$ cat config.mk
export PLATFORM = sky130hd
export DESIGN_NAME = screen_stack_clip_engine_top_flat
export DESIGN_NICKNAME = d
export VERILOG_FILES = /design/src/sscl_pkg.sv /design/src/sscl_if.sv /design/src/sscl_ctrl.sv /design/src/sscl_dp.sv /design/src/screen_stack_clip_engine_top.sv /design/src/flat_wrapper.sv
export SDC_FILE = /design/constraint.sdc
export NUM_CORES = 2
export LEC_CHECK = 0
export BUFFER_PORTS_ARGS = -buffer_cell sky130_fd_sc_hd__buf_4
export CORE_MARGIN = 1.5
export CORE_UTILIZATION = 50
export DETAILED_ROUTE_END_ITERATION = 7
export GPL_TIMING_DRIVEN = 0
export PLACE_DENSITY = 0.66
export SLEW_MARGIN = 20
export SYNTH_ARGS = -nofsm -noshare
export SYNTH_HDL_FRONTEND = slang
export SYNTH_HIERARCHICAL = 1
export SYNTH_SLANG_ARGS = --single-unit
$ cat constraint.sdc
create_clock -name clock -period 28.4 [get_ports clock]
set_input_delay 7.1 -clock clock [delete_from_list [all_inputs] [get_ports clock]]
set_output_delay 7.1 -clock clock [all_outputs]
set_load 0.03 [all_outputs]
$ cat src/sscl_pkg.sv
// Shared constants, types and helpers of the screen stack clip engine.
`default_nettype none
package sscl_pkg;

   localparam int MAX_LAYERS_DEF = 8;
   localparam int CRD_W          = 20;
   localparam int CSR_IDX_W      = 2;
   localparam int CSR_DATA_W     = 14;

   // register indexes
   localparam logic [CSR_IDX_W-1:0] CSR_SCREEN_WIDTH  = 2'd0;
   localparam logic [CSR_IDX_W-1:0] CSR_SCREEN_HEIGHT = 2'd1;
   localparam logic [CSR_IDX_W-1:0] CSR_LAYER_COUNT   = 2'd2;
   localparam logic [CSR_IDX_W-1:0] CSR_DRAG_MARGIN   = 2'd3;

   localparam logic [13:0] SCREEN_WIDTH_RST  = 14'd640;
   localparam logic [13:0] SCREEN_HEIGHT_RST = 14'd480;
   localparam logic [7:0]  DRAG_MARGIN_RST   = 8'd14;

   // request codes
   localparam logic [1:0] REQ_GEOMETRY       = 2'd0;
   localparam logic [1:0] REQ_LAYER_DAMAGE   = 2'd1;
   localparam logic [1:0] REQ_DISPLAY_DAMAGE = 2'd2;
   localparam logic [1:0] REQ_VALIDATE       = 2'd3;

   // result kinds
   localparam logic [1:0] KIND_REFRESH = 2'd0;
   localparam logic [1:0] KIND_CLEAR   = 2'd1;
   localparam logic [1:0] KIND_CLAMP   = 2'd2;

   typedef logic signed [CRD_W-1:0] crd_type;

   localparam crd_type SAT_HI = crd_type'(32767);
   localparam crd_type SAT_LO = crd_type'(-32768);

   typedef enum logic [1:0] {PTR_HOLD, PTR_ZERO, PTR_LAY, PTR_INC} ptr_op_type;
   typedef enum logic [1:0] {RECT_LAYER, RECT_LDMG, RECT_DDMG} rect_sel_type;

   // controller to datapath
   typedef struct packed {
      logic         capture;
      ptr_op_type   ptr_op;
      logic         store_geo;
      logic         init_scan;
      logic         rect_load;
      rect_sel_type rect_sel;
      logic         recomp;
      logic         emit_clip;
      logic         emit_bg;
      logic         emit_val;
      logic         flush;
   } cmd_type;

   // datapath to controller
   typedef struct packed {
      logic [1:0] req_type;
      logic       on_stack;
      logic       vis_ptr;
      logic       ptr_end;
      logic       cnt_zero;
      logic       stall;
   } status_type;

   typedef struct packed {
      logic [1:0]         kind;
      logic [2:0]         out_layer;
      logic signed [15:0] min_x;
      logic signed [15:0] min_y;
      logic signed [15:0] max_x;
      logic signed [15:0] max_y;
      logic signed [15:0] clamped_x;
      logic signed [15:0] clamped_y;
      logic               last;
   } res_type;

   // saturate a coordinate to 16 bits signed
   function automatic logic signed [15:0] sat16(input crd_type v);
      logic signed [15:0] r;
      if (v > SAT_HI) r = 16'sh7FFF;
      else if (v < SAT_LO) r = 16'sh8000;
      else r = v[15:0];
      return r;
   endfunction

endpackage
`default_nettype wire

$ cat src/sscl_if.sv
// Request and result channel interfaces of the screen stack clip engine.
`default_nettype none
interface sscl_req_if;
   logic               valid;
   logic               ready;
   logic [1:0]         req_type;
   logic [2:0]         layer;
   logic signed [15:0] pos_x;
   logic signed [15:0] pos_y;
   logic [13:0]        size_w;
   logic [13:0]        size_h;

   modport source(output valid, req_type, layer, pos_x, pos_y, size_w, size_h,
                  input ready);
   modport sink(input valid, req_type, layer, pos_x, pos_y, size_w, size_h,
                output ready);
endinterface

interface sscl_rsp_if;
   logic               valid;
   logic               ready;
   logic [1:0]         kind;
   logic [2:0]         out_layer;
   logic signed [15:0] min_x;
   logic signed [15:0] min_y;
   logic signed [15:0] max_x;
   logic signed [15:0] max_y;
   logic signed [15:0] clamped_x;
   logic signed [15:0] clamped_y;
   logic               last;

   modport source(output valid, kind, out_layer, min_x, min_y, max_x, max_y,
                  clamped_x, clamped_y, last, input ready);
   modport sink(input valid, kind, out_layer, min_x, min_y, max_x, max_y,
                clamped_x, clamped_y, last, output ready);
endinterface
`default_nettype wire

$ cat src/sscl_ctrl.sv
// Sequencer of the screen stack clip engine: walks each request through its steps.
`default_nettype none
module sscl_ctrl (
   input  logic                 clock,
   input  logic                 reset,
   input  logic                 req_valid,
   output logic                 req_ready,
   input  sscl_pkg::status_type sts,
   output sscl_pkg::cmd_type    cmd
);
   import sscl_pkg::*;

   typedef enum logic [3:0] {
      ST_IDLE, ST_DISPATCH, ST_G_STORE, ST_G_RECT, ST_G_CLIP, ST_G_BG,
      ST_L_RECT, ST_L_CLIP, ST_D_RECT, ST_D_CLIP, ST_V_EMIT, ST_DONE
   } state_type;

   state_type state_ff, state_in;

   assign req_ready = (state_ff == ST_IDLE);

   // next state and step commands
   always_comb begin
      cmd      = '0;
      state_in = state_ff;
      case (state_ff)
         ST_IDLE: begin
            if (req_valid) begin
               cmd.capture = 1'b1;
               state_in    = ST_DISPATCH;
            end
         end
         ST_DISPATCH: begin
            cmd.ptr_op = PTR_LAY;
            case (sts.req_type)
               REQ_GEOMETRY:       state_in = sts.on_stack ? ST_G_STORE : ST_DONE;
               REQ_LAYER_DAMAGE:   state_in = sts.on_stack ? ST_L_RECT : ST_DONE;
               REQ_DISPLAY_DAMAGE: begin
                  cmd.ptr_op = PTR_ZERO;
                  state_in   = ST_D_RECT;
               end
               default:            state_in = ST_V_EMIT;
            endcase
         end
         ST_G_STORE: begin
            cmd.store_geo = 1'b1;
            cmd.init_scan = 1'b1;
            cmd.ptr_op    = PTR_ZERO;
            state_in      = ST_G_RECT;
         end
         ST_G_RECT: begin
            cmd.rect_load = 1'b1;
            cmd.rect_sel  = RECT_LAYER;
            cmd.recomp    = 1'b1;
            state_in      = ST_G_CLIP;
         end
         ST_G_CLIP: begin
            if (!sts.stall) begin
               cmd.emit_clip = sts.vis_ptr;
               if (sts.ptr_end) state_in = ST_G_BG;
               else begin
                  cmd.ptr_op = PTR_INC;
                  state_in   = ST_G_RECT;
               end
            end
         end
         ST_G_BG: begin
            if (!sts.stall) begin
               cmd.emit_bg = 1'b1;
               state_in    = ST_DONE;
            end
         end
         ST_L_RECT: begin
            if (sts.vis_ptr) begin
               cmd.rect_load = 1'b1;
               cmd.rect_sel  = RECT_LDMG;
               state_in      = ST_L_CLIP;
            end else state_in = ST_DONE;
         end
         ST_L_CLIP: begin
            if (!sts.stall) begin
               cmd.emit_clip = 1'b1;
               state_in      = ST_DONE;
            end
         end
         ST_D_RECT: begin
            cmd.rect_load = 1'b1;
            cmd.rect_sel  = RECT_DDMG;
            state_in      = sts.cnt_zero ? ST_DONE : ST_D_CLIP;
         end
         ST_D_CLIP: begin
            if (!sts.stall) begin
               cmd.emit_clip = sts.vis_ptr;
               if (sts.ptr_end) state_in = ST_DONE;
               else cmd.ptr_op = PTR_INC;
            end
         end
         ST_V_EMIT: begin
            if (!sts.stall) begin
               cmd.emit_val = 1'b1;
               state_in     = ST_DONE;
            end
         end
         ST_DONE: begin
            if (!sts.stall) begin
               cmd.flush = 1'b1;
               state_in  = ST_IDLE;
            end
         end
         default: state_in = ST_IDLE;
      endcase
   end

   // state register
   always_ff @(posedge clock) begin
      if (reset) state_ff <= ST_IDLE;
      else state_ff <= state_in;
   end

endmodule
`default_nettype wire

$ cat src/sscl_dp.sv
// Datapath of the screen stack clip engine: layer store, visible bands, clipping, results.
`default_nettype none
module sscl_dp #(
   parameter int MAX_LAYERS = sscl_pkg::MAX_LAYERS_DEF
) (
   input  logic                              clock,
   input  logic                              reset,
   input  logic                              csr_we,
   input  logic [sscl_pkg::CSR_IDX_W-1:0]    csr_index,
   input  logic [sscl_pkg::CSR_DATA_W-1:0]   csr_wdata,
   input  logic [1:0]                        req_type,
   input  logic [2:0]                        layer,
   input  logic signed [15:0]                pos_x,
   input  logic signed [15:0]                pos_y,
   input  logic [13:0]                       size_w,
   input  logic [13:0]                       size_h,
   input  sscl_pkg::cmd_type                 cmd,
   output sscl_pkg::status_type              sts,
   output logic                              rsp_valid,
   input  logic                              rsp_ready,
   output sscl_pkg::res_type                 rsp_data
);
   import sscl_pkg::*;

   localparam int IDX_W = (MAX_LAYERS > 1) ? $clog2(MAX_LAYERS) : 1;

   // configuration
   logic [13:0] sw_ff, sh_ff;
   logic [3:0]  lc_ff;
   logic [7:0]  margin_ff;

   // captured request
   logic [1:0]         typ_ff;
   logic [2:0]         lay_ff;
   logic signed [15:0] px_ff, py_ff;
   logic [13:0]        w_ff, h_ff;

   // layer store and visible bands
   logic signed [15:0] left_ff [MAX_LAYERS];
   logic signed [15:0] top_ff  [MAX_LAYERS];
   logic [13:0]        wide_ff [MAX_LAYERS];
   logic [13:0]        tall_ff [MAX_LAYERS];
   logic               vis_ff  [MAX_LAYERS];
   logic signed [15:0] vtop_ff [MAX_LAYERS];
   logic signed [15:0] vbot_ff [MAX_LAYERS];

   logic [IDX_W-1:0] ptr_ff, ptr_in;
   crd_type          last_ff, first_ff;
   logic [13:0]      revealed_ff;
   crd_type          rx0_ff, ry0_ff, rx1_ff, ry1_ff;

   res_type pend_ff, out_ff, cand, load_res;
   logic    pend_valid_ff, out_valid_ff;

   logic [5:0] lay6, lc6, max6, cnt6, ptr6;
   logic       on_stack;

   crd_type sw_s, sh_s, wmax;
   crd_type cur_left, cur_top, cur_wide, cur_tall, vt, vb;
   crd_type offx, offy, addx, addy, sizew, sizeh;
   crd_type mn;
   logic    rc_vis;
   crd_type cx0, cx1, cy0, cy1;
   logic    clip_ok;
   crd_type rev_s;
   logic    bg_ok;
   crd_type limx, limy, drag, valx, valy;
   logic    cand_valid, load_out, stall;

   // stack bounds
   always_comb begin
      lay6     = {3'b000, lay_ff};
      lc6      = {2'b00, lc_ff};
      max6     = 6'(MAX_LAYERS);
      cnt6     = (lc6 < max6) ? lc6 : max6;
      ptr6     = 6'(ptr_ff);
      on_stack = (lay6 < cnt6);
   end

   // selected layer entry
   always_comb begin
      sw_s     = crd_type'(sw_ff);
      sh_s     = crd_type'(sh_ff);
      wmax     = sw_s - crd_type'(1);
      cur_left = crd_type'(left_ff[ptr_ff]);
      cur_top  = crd_type'(top_ff[ptr_ff]);
      cur_wide = crd_type'(wide_ff[ptr_ff]);
      cur_tall = crd_type'(tall_ff[ptr_ff]);
      vt       = crd_type'(vtop_ff[ptr_ff]);
      vb       = crd_type'(vbot_ff[ptr_ff]);
   end

   // rectangle in screen coordinates
   always_comb begin
      offx  = (cmd.rect_sel == RECT_LAYER) ? crd_type'(0) : crd_type'(px_ff);
      offy  = (cmd.rect_sel == RECT_LAYER) ? crd_type'(0) : crd_type'(py_ff);
      addx  = (cmd.rect_sel == RECT_DDMG) ? crd_type'(0) : cur_left;
      addy  = (cmd.rect_sel == RECT_DDMG) ? crd_type'(0) : cur_top;
      sizew = (cmd.rect_sel == RECT_LAYER) ? cur_wide : crd_type'(w_ff);
      sizeh = (cmd.rect_sel == RECT_LAYER) ? cur_tall : crd_type'(h_ff);
   end

   // visible band of the layer under the pointer
   always_comb begin
      mn     = (cur_top < 0) ? crd_type'(0) : cur_top;
      rc_vis = (sw_ff != 14'd0) && (mn <= last_ff);
   end

   // clip against screen width and visible band
   always_comb begin
      cx0     = (rx0_ff < 0) ? crd_type'(0) : rx0_ff;
      cx1     = (rx1_ff > wmax) ? wmax : rx1_ff;
      cy0     = (ry0_ff < vt) ? vt : ry0_ff;
      cy1     = (ry1_ff > vb) ? vb : ry1_ff;
      clip_ok = (cx0 <= cx1) && (cy0 <= cy1);
   end

   // background clear and position check
   always_comb begin
      rev_s = crd_type'(revealed_ff);
      bg_ok = (first_ff > rev_s);
      limx  = sw_s - cur_wide;
      limy  = sh_s - cur_tall;
      drag  = sh_s - crd_type'(1) - crd_type'(margin_ff);
      valx  = crd_type'(px_ff);
      valy  = crd_type'(py_ff);
      if (on_stack) begin
         if (valx > 0) valx = crd_type'(0);
         if (valx < limx) valx = limx;
         if (valy > drag) valy = drag;
         if (valy < limy) valy = limy;
      end
   end

   // candidate result
   always_comb begin
      cand       = '0;
      cand_valid = 1'b0;
      if (cmd.emit_val) begin
         cand.kind      = KIND_CLAMP;
         cand.out_layer = lay_ff;
         cand.clamped_x = sat16(valx);
         cand.clamped_y = sat16(valy);
         cand_valid     = 1'b1;
      end else if (cmd.emit_bg) begin
         cand.kind  = KIND_CLEAR;
         cand.min_y = sat16(rev_s);
         cand.max_x = sat16(wmax);
         cand.max_y = sat16(first_ff - crd_type'(1));
         cand_valid = bg_ok;
      end else begin
         cand.kind      = KIND_REFRESH;
         cand.out_layer = ptr6[2:0];
         cand.min_x     = sat16(cx0 - cur_left);
         cand.min_y     = sat16(cy0 - cur_top);
         cand.max_x     = sat16(cx1 - cur_left);
         cand.max_y     = sat16(cy1 - cur_top);
         cand_valid     = cmd.emit_clip && clip_ok;
      end
   end

   // one result is held back so that the final one can be marked
   assign stall    = pend_valid_ff && out_valid_ff && !rsp_ready;
   assign load_out = (cand_valid || cmd.flush) && pend_valid_ff;

   // held result as it moves to the output, marked when the request ends
   always_comb begin
      load_res      = pend_ff;
      load_res.last = cmd.flush;
   end

   always_comb begin
      case (cmd.ptr_op)
         PTR_ZERO: ptr_in = '0;
         PTR_LAY:  ptr_in = lay6[IDX_W-1:0];
         PTR_INC:  ptr_in = ptr_ff + IDX_W'(1);
         default:  ptr_in = ptr_ff;
      endcase
   end

   assign sts.req_type = typ_ff;
   assign sts.on_stack = on_stack;
   assign sts.vis_ptr  = vis_ff[ptr_ff];
   assign sts.ptr_end  = ((ptr6 + 6'd1) >= cnt6);
   assign sts.cnt_zero = (cnt6 == 6'd0);
   assign sts.stall    = stall;

   assign rsp_valid = out_valid_ff;
   assign rsp_data  = out_ff;

   // configuration registers
   always_ff @(posedge clock) begin
      if (reset) begin
         sw_ff     <= SCREEN_WIDTH_RST;
         sh_ff     <= SCREEN_HEIGHT_RST;
         lc_ff     <= '0;
         margin_ff <= DRAG_MARGIN_RST;
      end else if (csr_we) begin
         case (csr_index)
            CSR_SCREEN_WIDTH:  sw_ff     <= csr_wdata;
            CSR_SCREEN_HEIGHT: sh_ff     <= csr_wdata;
            CSR_LAYER_COUNT:   lc_ff     <= csr_wdata[3:0];
            CSR_DRAG_MARGIN:   margin_ff <= csr_wdata[7:0];
            default:           sw_ff     <= sw_ff;
         endcase
      end
   end

   // request capture and working registers
   always_ff @(posedge clock) begin
      if (cmd.capture) begin
         typ_ff <= req_type;
         lay_ff <= layer;
         px_ff  <= pos_x;
         py_ff  <= pos_y;
         w_ff   <= size_w;
         h_ff   <= size_h;
      end
      if (cmd.rect_load) begin
         rx0_ff <= offx + addx;
         ry0_ff <= offy + addy;
         rx1_ff <= offx + addx + sizew - crd_type'(1);
         ry1_ff <= offy + addy + sizeh - crd_type'(1);
      end
      ptr_ff <= ptr_in;
      if (cmd.init_scan) begin
         last_ff  <= sh_s - crd_type'(1);
         first_ff <= sh_s - crd_type'(1);
      end else if (cmd.recomp && rc_vis) begin
         last_ff <= mn - crd_type'(1);
         if (mn < first_ff) first_ff <= mn;
      end
   end

   // layer store, bands and revealed line
   always_ff @(posedge clock) begin
      if (reset) begin
         for (int i = 0; i < MAX_LAYERS; i++) begin
            left_ff[i] <= '0;
            top_ff[i]  <= '0;
            wide_ff[i] <= '0;
            tall_ff[i] <= '0;
            vis_ff[i]  <= 1'b0;
            vtop_ff[i] <= '0;
            vbot_ff[i] <= '0;
         end
         revealed_ff <= '0;
      end else begin
         if (csr_we && csr_index == CSR_LAYER_COUNT) begin
            for (int i = 0; i < MAX_LAYERS; i++) vis_ff[i] <= 1'b0;
         end
         if (cmd.store_geo) begin
            left_ff[ptr_ff] <= px_ff;
            top_ff[ptr_ff]  <= py_ff;
            wide_ff[ptr_ff] <= w_ff;
            tall_ff[ptr_ff] <= h_ff;
         end
         if (cmd.recomp) begin
            vtop_ff[ptr_ff] <= mn[15:0];
            vbot_ff[ptr_ff] <= last_ff[15:0];
            vis_ff[ptr_ff]  <= rc_vis;
         end
         if (cmd.emit_bg) revealed_ff <= (first_ff < 0) ? 14'd0 : first_ff[13:0];
      end
   end

   // held result and output register
   always_ff @(posedge clock) begin
      if (reset) begin
         pend_valid_ff <= 1'b0;
         out_valid_ff  <= 1'b0;
      end else begin
         if (load_out) out_valid_ff <= 1'b1;
         else if (rsp_ready) out_valid_ff <= 1'b0;
         if (cand_valid) pend_valid_ff <= 1'b1;
         else if (cmd.flush) pend_valid_ff <= 1'b0;
      end
   end

   always_ff @(posedge clock) begin
      if (load_out) out_ff <= load_res;
      if (cand_valid) pend_ff <= cand;
   end

endmodule
`default_nettype wire

$ cat src/screen_stack_clip_engine_top.sv
// Top level of the screen stack clip engine.
//
// Keeps up to MAX_LAYERS screen layers, front first, and turns geometry updates,
// layer damage, display damage and position checks into refresh rectangles,
// background clears and clamped offsets on the result channel, the final result
// of each request marked by last. One request is worked at a time. A geometry
// update walks the stack layer by layer, recomputing each layer's band and then
// clipping against it; a display damage also walks the stack, without the band
// step. A held-back result channel can stall either walk. Results pass through
// an output register, so a new request is taken while the last result still waits.
`default_nettype none
module screen_stack_clip_engine_top #(
   parameter int MAX_LAYERS = sscl_pkg::MAX_LAYERS_DEF
) (
   input  logic                            clock,
   input  logic                            reset,
   input  logic                            csr_we,
   input  logic [sscl_pkg::CSR_IDX_W-1:0]  csr_index,
   input  logic [sscl_pkg::CSR_DATA_W-1:0] csr_wdata,
   sscl_req_if.sink                        req_ch,
   sscl_rsp_if.source                      rsp_ch
);
   import sscl_pkg::*;

   cmd_type    cmd;
   status_type sts;
   res_type    res;

   sscl_ctrl u_ctrl (
      .clock     (clock),
      .reset     (reset),
      .req_valid (req_ch.valid),
      .req_ready (req_ch.ready),
      .sts       (sts),
      .cmd       (cmd)
   );

   sscl_dp #(.MAX_LAYERS(MAX_LAYERS)) u_dp (
      .clock     (clock),
      .reset     (reset),
      .csr_we    (csr_we),
      .csr_index (csr_index),
      .csr_wdata (csr_wdata),
      .req_type  (req_ch.req_type),
      .layer     (req_ch.layer),
      .pos_x     (req_ch.pos_x),
      .pos_y     (req_ch.pos_y),
      .size_w    (req_ch.size_w),
      .size_h    (req_ch.size_h),
      .cmd       (cmd),
      .sts       (sts),
      .rsp_valid (rsp_ch.valid),
      .rsp_ready (rsp_ch.ready),
      .rsp_data  (res)
   );

   assign rsp_ch.kind      = res.kind;
   assign rsp_ch.out_layer = res.out_layer;
   assign rsp_ch.min_x     = res.min_x;
   assign rsp_ch.min_y     = res.min_y;
   assign rsp_ch.max_x     = res.max_x;
   assign rsp_ch.max_y     = res.max_y;
   assign rsp_ch.clamped_x = res.clamped_x;
   assign rsp_ch.clamped_y = res.clamped_y;
   assign rsp_ch.last      = res.last;

`ifndef SYNTH
   // nothing is held back once the engine is idle
   a_idle_no_held: assert property (@(posedge clock) disable iff (reset)
      req_ch.ready |-> !sts.stall)
      else $error("held result left over while idle");

   // at most one result step per cycle
   a_one_step: assert property (@(posedge clock) disable iff (reset)
      $onehot0({cmd.emit_clip, cmd.emit_bg, cmd.emit_val, cmd.flush}))
      else $error("conflicting result steps");

   // a taken request closes the input until it is done
   a_busy_after_take: assert property (@(posedge clock) disable iff (reset)
      cmd.capture |=> !req_ch.ready)
      else $error("request channel open while a request is in work");
`endif

endmodule
`default_nettype wire

$ cat src/flat_wrapper.sv
// flat-port wrapper written by rule: the top's interface ports become plain ports
module screen_stack_clip_engine_top_flat import sscl_pkg::*;
#(
   parameter int MAX_LAYERS = sscl_pkg::MAX_LAYERS_DEF
)
  (clock, reset, csr_we, csr_index, csr_wdata, req_ch_valid, req_ch_req_type, req_ch_layer, req_ch_pos_x, req_ch_pos_y, req_ch_size_w, req_ch_size_h, req_ch_ready, rsp_ch_valid, rsp_ch_kind, rsp_ch_out_layer, rsp_ch_min_x, rsp_ch_min_y, rsp_ch_max_x, rsp_ch_max_y, rsp_ch_clamped_x, rsp_ch_clamped_y, rsp_ch_last, rsp_ch_ready);
  sscl_req_if req_ch_i ();
  sscl_rsp_if rsp_ch_i ();
  input  logic clock;
  input  logic reset;
  input  logic csr_we;
  input  logic [sscl_pkg::CSR_IDX_W-1:0] csr_index;
  input  logic [sscl_pkg::CSR_DATA_W-1:0] csr_wdata;
  input wire logic [$bits(req_ch_i.valid)-1:0] req_ch_valid;
  input wire logic [$bits(req_ch_i.req_type)-1:0] req_ch_req_type;
  input wire logic [$bits(req_ch_i.layer)-1:0] req_ch_layer;
  input wire logic [$bits(req_ch_i.pos_x)-1:0] req_ch_pos_x;
  input wire logic [$bits(req_ch_i.pos_y)-1:0] req_ch_pos_y;
  input wire logic [$bits(req_ch_i.size_w)-1:0] req_ch_size_w;
  input wire logic [$bits(req_ch_i.size_h)-1:0] req_ch_size_h;
  output wire logic [$bits(req_ch_i.ready)-1:0] req_ch_ready;
  output wire logic [$bits(rsp_ch_i.valid)-1:0] rsp_ch_valid;
  output wire logic [$bits(rsp_ch_i.kind)-1:0] rsp_ch_kind;
  output wire logic [$bits(rsp_ch_i.out_layer)-1:0] rsp_ch_out_layer;
  output wire logic [$bits(rsp_ch_i.min_x)-1:0] rsp_ch_min_x;
  output wire logic [$bits(rsp_ch_i.min_y)-1:0] rsp_ch_min_y;
  output wire logic [$bits(rsp_ch_i.max_x)-1:0] rsp_ch_max_x;
  output wire logic [$bits(rsp_ch_i.max_y)-1:0] rsp_ch_max_y;
  output wire logic [$bits(rsp_ch_i.clamped_x)-1:0] rsp_ch_clamped_x;
  output wire logic [$bits(rsp_ch_i.clamped_y)-1:0] rsp_ch_clamped_y;
  output wire logic [$bits(rsp_ch_i.last)-1:0] rsp_ch_last;
  input wire logic [$bits(rsp_ch_i.ready)-1:0] rsp_ch_ready;
  assign req_ch_i.valid = req_ch_valid;
  assign req_ch_i.req_type = req_ch_req_type;
  assign req_ch_i.layer = req_ch_layer;
  assign req_ch_i.pos_x = req_ch_pos_x;
  assign req_ch_i.pos_y = req_ch_pos_y;
  assign req_ch_i.size_w = req_ch_size_w;
  assign req_ch_i.size_h = req_ch_size_h;
  assign req_ch_ready = req_ch_i.ready;
  assign rsp_ch_valid = rsp_ch_i.valid;
  assign rsp_ch_kind = rsp_ch_i.kind;
  assign rsp_ch_out_layer = rsp_ch_i.out_layer;
  assign rsp_ch_min_x = rsp_ch_i.min_x;
  assign rsp_ch_min_y = rsp_ch_i.min_y;
  assign rsp_ch_max_x = rsp_ch_i.max_x;
  assign rsp_ch_max_y = rsp_ch_i.max_y;
  assign rsp_ch_clamped_x = rsp_ch_i.clamped_x;
  assign rsp_ch_clamped_y = rsp_ch_i.clamped_y;
  assign rsp_ch_last = rsp_ch_i.last;
  assign rsp_ch_i.ready = rsp_ch_ready;
  screen_stack_clip_engine_top #(.MAX_LAYERS(MAX_LAYERS)) u_core (.clock(clock), .reset(reset), .csr_we(csr_we), .csr_index(csr_index), .csr_wdata(csr_wdata), .req_ch(req_ch_i), .rsp_ch(rsp_ch_i));
endmodule
==> metrics.csv <==
stage;metric;value;unit
clock_network;cts_setup_buffers;0;
die;rows;131;
die;start_util;50.4;%
setup_path;r2r_end;u_core/u_dp/load_res[70];
timing;finalCriticalPeriod;14.37;ns
die;io_pins;190;
finish;final_core_util;57.0;%
detailed_routing;routed_wl;196000;um
yosys;synthArstFlopShare;0;%
clock_network;cts_sinks;1186;
timing;fin_crit_sh;50.6;%
timing;max_freq;0.0696;GHz
clock_network;cts-buffers-inserted;132;
setup_path;crit_path_end_kind;flip-flop;
die;chipHeight;362;um
finish;final_cell_mix;edfxtp_1 (1123), nor2_1 (501), ha_1 (409), and2_1 (405), inv_1 (317);
die;core_area;128000;sq um
timing;tightest_slew;1.31;ns
setup_path;slowest_delay;0.94;ns
timing;fin_setup_tns;0;ns
yosys;synth_cell_types;98;
yosys;ys.flop_type;edfxtp_1;
detailed_routing;ant_nets;0;
grt;grt_pass1_vias;43293;
setup_path;r2r_slack;14.03;ns
setup_path;required;28.92;ns
finish;area_delta_synth_final;13.0;%
placed_design;place_area;68400;sq um
worst_hold_path;hold_class;flip-flop to flip-flop;
clock_network;cts.repair.resized;0;
yosys;syn_avg_cell_area;12.1;sq um
grt;antenna_found_initial;10;
worst_hold_path;holdPathEnd;u_core/u_dp/rsp_data[42];
clock_network;htree_levels;4;
timing;finClkSkew;0.0422;ns
finish;layout_commonest_cell;edfxtp_1;
detailed_routing;first_pass_iters;6;
timing;setup_viol;0;
detailed_routing;wl_per_cell;26.5;um
setup_path;rr_worst_depth;44;
clock_network;cts_hold_buffers;0;
run_status;status;complete, no violations;
timing;finalHoldViolations;0;
finish;nets;6156;
yosys;ys_warn_count;6;
yosys;synth-edff-count;1123;
setup_path;cp.arrival;14.89;ns
yosys;synth_fp_nets;5808;
job;drv_cap;0;
grt;grt_max_degree;80;
yosys;ys_ff_latch;1186;
setup_path;start_kind;flip-flop;
timing;drv_slew;0;
yosys;yosysSeqAreaShare;54.4;%
setup_path;cp_common_cell;clkbuf_1;
die;dieArea;131000;sq um
yosys;synthCells;5302;
worst_hold_path;min_from;u_core/u_dp/load_res[42];
timing;setup_ws;14.03;ns
clock_network;cts.clk_slew.worst_paths;0.06;ns
clock_network;cts-root-buf;clkbuf_16;
grt;grt-ovfl-total;0;
placed_design;hpwl;149000;um
timing;rsz0062_at_grt;no;
finish;stdcell_area;72600;sq um
yosys;syn_area;64300;sq um
setup_path;cp_slowest_cell;buf_1;
clock_network;cts_tree;yes;
clock_network;clkLatencyLatePin;0.79;ns
detailed_routing;drc_errors;0;
setup_path;cp_max_fo;10;
setup_path;criticalPathCategory;flip-flop to flip-flop;
grt;grt_pass1_wl;283000;um
placed_design;globalplace.congestion;0.979;
worst_hold_path;hold_path_depth;0;
finish;drive_above_1_share;12.6;%
finish;fillers;10640;
placed_design;post-place-ws;14.32;ns
placed_design;io_buffers;189;
detailed_routing;avgViaCountPerCell;6.01;
die;fp.dieW;362;um
detailed_routing;drt_iter0_drc;4995;
clock_network;clockBufferDepth;3;
grt;grtUsageTotal;29.8;%
detailed_routing;vias;44576;
timing;max_slew_margin;12.1;%
==> how the worst max path moves through the flow <==
stage                                            to  slack [ns]
final                      u_core/u_dp/load_res[70]       14.03
after global routing       u_core/u_dp/load_res[70]       13.38
after CTS                  u_core/u_dp/load_res[70]       14.27
after detailed placement   u_core/u_dp/load_res[70]       14.32
after global placement      u_core/u_dp/load_res[9]       11.36
after floorplan           u_core/u_dp/load_res[100]       17.02
==> layout make-up <==
| class | count | area (sq um) | area share (%) |
|---|---|---|---|
| inverter | 349 | 1320 | 1.81 |
| antenna | 1 | 2.50 | 0.00344 |
| clock buffer | 174 | 3530 | 4.86 |
| timing repair buffer | 214 | 1960 | 2.70 |
| tap | 1662 | 2080 | 2.86 |
| sequential | 1186 | 35000 | 48.2 |
| buffer | 268 | 1070 | 1.48 |
| clock inverter | 65 | 673 | 0.927 |
| multi-input combinational | 3499 | 27000 | 37.2 |
==> metrics by stage <==
step,hold WS (ns),instances
6_report,0.401,7418
5_1_grt,0.418,7417
4_1_cts,0.414,7416
3_5_place_dp,0.405,7177
3_3_place_gp,0.401,7153
2_1_floorplan,0.400,5302
==> synth_stat cells, drive strengths merged (13+ instances only) <==
cell type,count,share of area [%]
clkinv,28,0.16
or3,21,0.21
nand3b,18,0.21
a21boi,28,0.33
edfxtp,1123,52
o21a,33,0.39
o31ai,15,0.18
buf,49,0.37
nor2b,122,1.2
or2,38,0.37
o221ai,19,0.27
clkbuf,219,1.3
nand2b,81,0.80
and3,30,0.29
a221o,13,0.20
xnor2,127,1.7
mux2i,121,1.9
o22ai,21,0.21
inv,321,1.9
and2,405,3.9
nand2,246,1.4
ha,409,8.0
o21ai,211,1.6
xor2,56,0.76
nor3,120,0.95
a31oi,15,0.17
nand3,39,0.30
dfxtp,63,2.0
mux2,29,0.52
a21o,93,1.1
o21bai,31,0.36
nor4,46,0.45
a21oi,221,1.7
nand4,37,0.36
nor2,502,2.9
mux4,184,6.4
==> worst max-delay path: cells and delay by family (launching register included) <==
| family | cells | cell delay [ns] |
|---|---|---|
| xor gates and xnor gates | 1 | 0.09 |
| and+or+nand+nor | 9 | 0.93 |
| AOI/OAI and AO/OA | 20 | 4.98 |
| DFF | 1 | 0.45 |
| buffers and inverters | 9 | 5.93 |
| muxes | 2 | 0.82 |
| adders and majority gates | 3 | 0.83 |
==> logic make-up (layout without fill, tap and decap cells) <==
group	Yosys count	count (layout)	share of synthesized area [%]
compound gates	819	819	8.33
other cells	0	1	0
flops	1186	1186	54.4
mux	334	334	8.85
fa+ha+maj	420	420	8.30
simple gates	1743	1743	13.9
xor+xnor	183	183	2.49
buf+inv	617	1070	3.69
==> state kept, by name, summed over array words and instances (netlist names), 8 cells and up, named ones only <==
name                     cells
u_core/u_dp/sh_ff           14
u_core/u_dp/h_ff            14
u_core/u_dp/rx1_ff          20
u_core/u_dp/ry1_ff          20
u_core/u_dp/margin_ff        8
u_core/u_dp/vis_ff           8
u_core/u_dp/wide_ff        112
u_core/u_dp/top_ff         128
u_core/u_dp/px_ff           16
u_core/u_dp/left_ff        128
u_core/u_dp/sw_ff           14
u_core/u_dp/py_ff           16
u_core/u_dp/load_res       101
u_core/u_dp/tall_ff        112
u_core/u_dp/w_ff            14
u_core/u_dp/ry0_ff          20
u_core/u_dp/revealed_ff     14
u_core/u_dp/rx0_ff          20
u_core/u_dp/vbot_ff        128
u_core/u_dp/rsp_data       102
u_core/u_dp/last_ff         20
u_core/u_dp/first_ff        16
u_core/u_dp/vtop_ff        120
==> routing by layer <==
layer	share of wire (%)	track usage, %	up-vias
met4	4.0	11.6	6
li1	-	-	20087
met3	9.2	6.60	364
met2	46	46.7	2001
met5	0.023	0	-
met1	41	40.6	22118
Power is not shown: default switching activity piles up to over one toggle a cycle in this logic, so the estimate is an artifact.
